**src/rtl/npcs_pkg.sv**
```systemverilog
// shared types and constants for the nearest palette color search unit
`default_nettype none

package npcs_pkg;

   localparam int CELL_BITS  = 5;
   localparam int LEVEL_BITS = 8;
   localparam int CELL_SHIFT = LEVEL_BITS - CELL_BITS;
   localparam int SIZE_BITS  = 9;
   localparam int INDEX_BITS = 8;
   localparam int ADDR_BITS  = 3 * CELL_BITS;
   localparam int SQ_BITS    = 2 * LEVEL_BITS;
   localparam int DIST_BITS  = SQ_BITS + 2;

   localparam logic ACTION_WRITE = 1'b0;
   localparam logic ACTION_QUERY = 1'b1;

   localparam logic [SIZE_BITS-1:0] PALETTE_SIZE_RESET = 9'd256;

   typedef enum logic [1:0] {
      ST_IDLE,
      ST_SCAN,
      ST_DRAIN,
      ST_DONE
   } state_type;

   typedef struct packed {
      logic start_query;
      logic write_entry;
      logic scan_step;
      logic load_result;
   } cmd_type;

   typedef struct packed {
      logic last_issue;
      logic pipe_done;
      logic out_busy;
   } status_type;

endpackage

`default_nettype wire

```
**src/rtl/npcs_ctrl.sv**
```systemverilog
// controller state machine for the palette search
`default_nettype none

module npcs_ctrl (
   input  wire logic                 clock,
   input  wire logic                 reset,
   input  wire logic                 req_valid,
   input  wire logic                 req_action,
   output logic                      req_stall,
   output npcs_pkg::cmd_type         cmd,
   input  wire npcs_pkg::status_type status
);

   npcs_pkg::state_type state_ff;
   npcs_pkg::state_type state_in;

   always_ff @(posedge clock) begin
      if (reset) begin
         state_ff <= npcs_pkg::ST_IDLE;
      end else begin
         state_ff <= state_in;
      end
   end

   always_comb begin
      state_in = state_ff;
      unique case (state_ff)
         npcs_pkg::ST_IDLE: begin
            if (req_valid && (req_action == npcs_pkg::ACTION_QUERY)) begin
               state_in = npcs_pkg::ST_SCAN;
            end
         end
         npcs_pkg::ST_SCAN: begin
            if (status.last_issue) begin
               state_in = npcs_pkg::ST_DRAIN;
            end
         end
         npcs_pkg::ST_DRAIN: begin
            if (status.pipe_done) begin
               state_in = npcs_pkg::ST_DONE;
            end
         end
         npcs_pkg::ST_DONE: begin
            if (!status.out_busy) begin
               state_in = npcs_pkg::ST_IDLE;
            end
         end
         default: begin
            state_in = npcs_pkg::ST_IDLE;
         end
      endcase
   end

   always_comb begin
      req_stall       = (state_ff != npcs_pkg::ST_IDLE);
      cmd.start_query = (state_ff == npcs_pkg::ST_IDLE) && req_valid
                        && (req_action == npcs_pkg::ACTION_QUERY);
      cmd.write_entry = (state_ff == npcs_pkg::ST_IDLE) && req_valid
                        && (req_action == npcs_pkg::ACTION_WRITE);
      cmd.scan_step   = (state_ff == npcs_pkg::ST_SCAN);
      cmd.load_result = (state_ff == npcs_pkg::ST_DONE) && !status.out_busy;
   end

endmodule

`default_nettype wire

```
**config.mk**
```make
export PLATFORM = sky130hd
export DESIGN_NAME = npcs_ctrl
export DESIGN_NICKNAME = d
export VERILOG_FILES = /design/src/rtl/npcs_pkg.sv /design/src/rtl/npcs_ctrl.sv
export SDC_FILE = /design/constraint.sdc
export NUM_CORES = 1
export LEC_CHECK = 0
export BUFFER_PORTS_ARGS = -buffer_cell sky130_fd_sc_hd__buf_2
export CAP_MARGIN = 15
export CORE_AREA = 2 2 39 41
export DETAILED_ROUTE_END_ITERATION = 8
export DIE_AREA = 0 0 41 43
export PLACE_DENSITY = 0.42
export SYNTH_ARGS = -nofsm -noshare
export SYNTH_HDL_FRONTEND = slang
export SYNTH_SLANG_ARGS = --single-unit
```
**constraint.sdc**
```tcl
create_clock -name clock -period 2 [get_ports clock]
set_clock_uncertainty 0.05 [all_clocks]
set_input_delay 0.3 -clock clock [delete_from_list [all_inputs] [get_ports clock]]
set_output_delay 0.3 -clock clock [all_outputs]
set_load 0.005 [all_outputs]
```
==> results.ini <==
[setup_path]
crit_arrival_ns=1.70
worstSetupPathType=flop to flop
reg2reg_slack_ns=0.41
endpoint_kind=flop
critPathMaxFanout=5
cp-start-kind=flop
crit_required_ns=2.10

[yosys]
synth_nets=35
yosysMostFrequentCell=ha_1
ys_types=14
synth-edff-count=0
synth_top_area_share_pct=22.47
post-synth-top-area-cell=ha_1
synth.avg_cell_area_sq_um=9.280
ys_ff_latch=2
synthTopCellsByCount=4 x ha_1, 3 x inv_1, 3 x nor2b_1
yosys_warnings=0
async_flop_share_pct=0
synth-seq-area-share_pct=17.98
synth_area_leaders=ha_1 22%, dfxtp_1 18%, a21boi_4 8.4%
syn_area_sq_um=222.7
syn-instance-count=24
ys.flop_type=dfxtp_1

[floorplanning]
num_io_pins=12
coreArea_sq_um=1384
die_w_um=41
num_rows=14
die-height_um=43
initial_core_util_pct=16.09
die_area_sq_um=1763

[sta]
setup_viol=0
hold_violations=0
tns_ns=0
worst_slew_pin_slew_ns=0.3773
max-slew-margin-rel_pct=74.64
period_share_pct=79.70
fmax_mhz=627.3
report.final.slew_viol_count=0
period_minus_slack_ns=1.594
rsz0062_at_grt=no

[min_path]
holdCritPathClass=primary input to flop

[power_and_ir_drop]
p_comb_share_pct=62.7
ir_drop_mv=0.4761
finalPower_uw=446.1
switching_power_uw=168.3
p_int_uw=277.8
power_frac_clock_pct=19.8
switching_share_pct=37.73
powerDensity_nw_per_um2=1393
pwr-share-seq_pct=17.6
power.leakage_nw=0.1681

[cells_and_area]
reg_top3=state_ff x2
largest_register_ffs=2
final_area_sq_um=320.3
syn_to_final_growth_pct=43.82
top_register=state_ff
num_antenna_cells=0
drive_above_1_share_pct=47.37
finalNetCount=51

[clocking]
cts_resized=0
ctsHoldBuffers=0
numCtsBuffers=3
clk_pin_slew_worst_paths_ns=0.03
htree_levels=1
cts-root-buf=clkbuf_4
clock_latency_ns=0.22
cts_sinks=2
cts_tree=yes
cts_buffer_depth=2
post-cts-setup-buffers=0

[run]
cap_viol_max_count=0

[drt]
drtPass1Iterations=2
route.detailed.wl_per_inst_um=7.833
drtIter0Drc=1
viasPerCell=3.574
drt-total-wl_um=423
ant_nets=0
remaining_drc_errors=0
num_vias=193

[placed_design]
hpwl_um=365.7
routabilityCongestion=0.6363
place_area_sq_um=297.8
portBuffers=11

[grt]
antenna_found_initial=0
grt_use_total_pct=5.311
grt_pass1_vias=155
grt_pass1_wl_um=586
overflow=0
grt_start_max_net_pins=6

[status]
outcome=complete, no violations

## per-stage QoR
stage                     hold WS [ns]  util [%]  setup slack, ns  instances
after global placement          0.4437     21.52           0.3748         51
after floorplan                 0.3146         -           0.5043         24
after CTS                       0.2044     23.15           0.4002         54
after global routing            0.2099     23.15           0.2935         54
final                           0.2110     23.15           0.4059         54
after detailed placement        0.4441     21.52           0.4091         51
## worst max-delay path, stage by stage (launching register included)
cell and delay [ns]:
dfxtp_1 0.35, inv_1 0.09, ha_1 0.26, a21boi_4 0.16
nor4_2 0.40, mux2i_1 0.21
## metal layers
metal,vias to the layer above,part of all wire [%],track usage [%]
met5,-,0,0
met4,0,0,4.000
met3,0,14,4.712
met2,12,35,5.625
met1,72,50,6.390
li1,109,-,-
## power by group through the flow
stage	Clock [mW]	Sequential [mW]	Combinational, mW
floorplan	0	0.0755	0.214
global placement	0	0.0798	0.287
detailed placement	0	0.0797	0.283
CTS	0.0940	0.0792	0.284
global route	0.0998	0.0824	0.317
finish	0.0882	0.0783	0.280
## kinds of logic (layout without fill, tap and decap cells)
| family | after synthesis | count (layout) | share of synthesized area [%] |
|---|---|---|---|
| compound gates | 3 | 3 | 19.10 |
| fa+ha+maj | 4 | 4 | 22.47 |
| buf+inv | 3 | 17 | 5.056 |
| flops | 2 | 2 | 17.98 |
| mux | 1 | 1 | 4.495 |
| simple gates | 11 | 11 | 30.90 |
## final timing paths
| check | startpoint | endpoint | depth (start not counted) |
|---|---|---|---|
| max | state_ff[0] | state_ff[1] | 5 |
| max reg2reg | state_ff[0] | state_ff[1] | 5 |
| min | reset | state_ff[0] | 2 |
| min reg2reg | state_ff[1] | state_ff[1] | 2 |
## layout make-up
cell class / count / area, sq um
sequential: 2 / 40.04
timing repair buffer: 11 / 55.05
clock buffer: 3 / 22.52
tap: 16 / 20.02
fill: 162 / 1064
multi-input combinational: 19 / 171.4
inverter: 3 / 11.26
## cells in the final DEF (no fill, tap or decap), types with 2 or more instances in the layout
master,netlist,routed
ha_1,4,4
nor2_1,2,2
buf_2,0,11
inv_1,3,3
clkbuf_4,0,3
dfxtp_1,2,2
nor2b_1,3,3
nand2b_1,2,2
(Power assumes the default switching activity.)
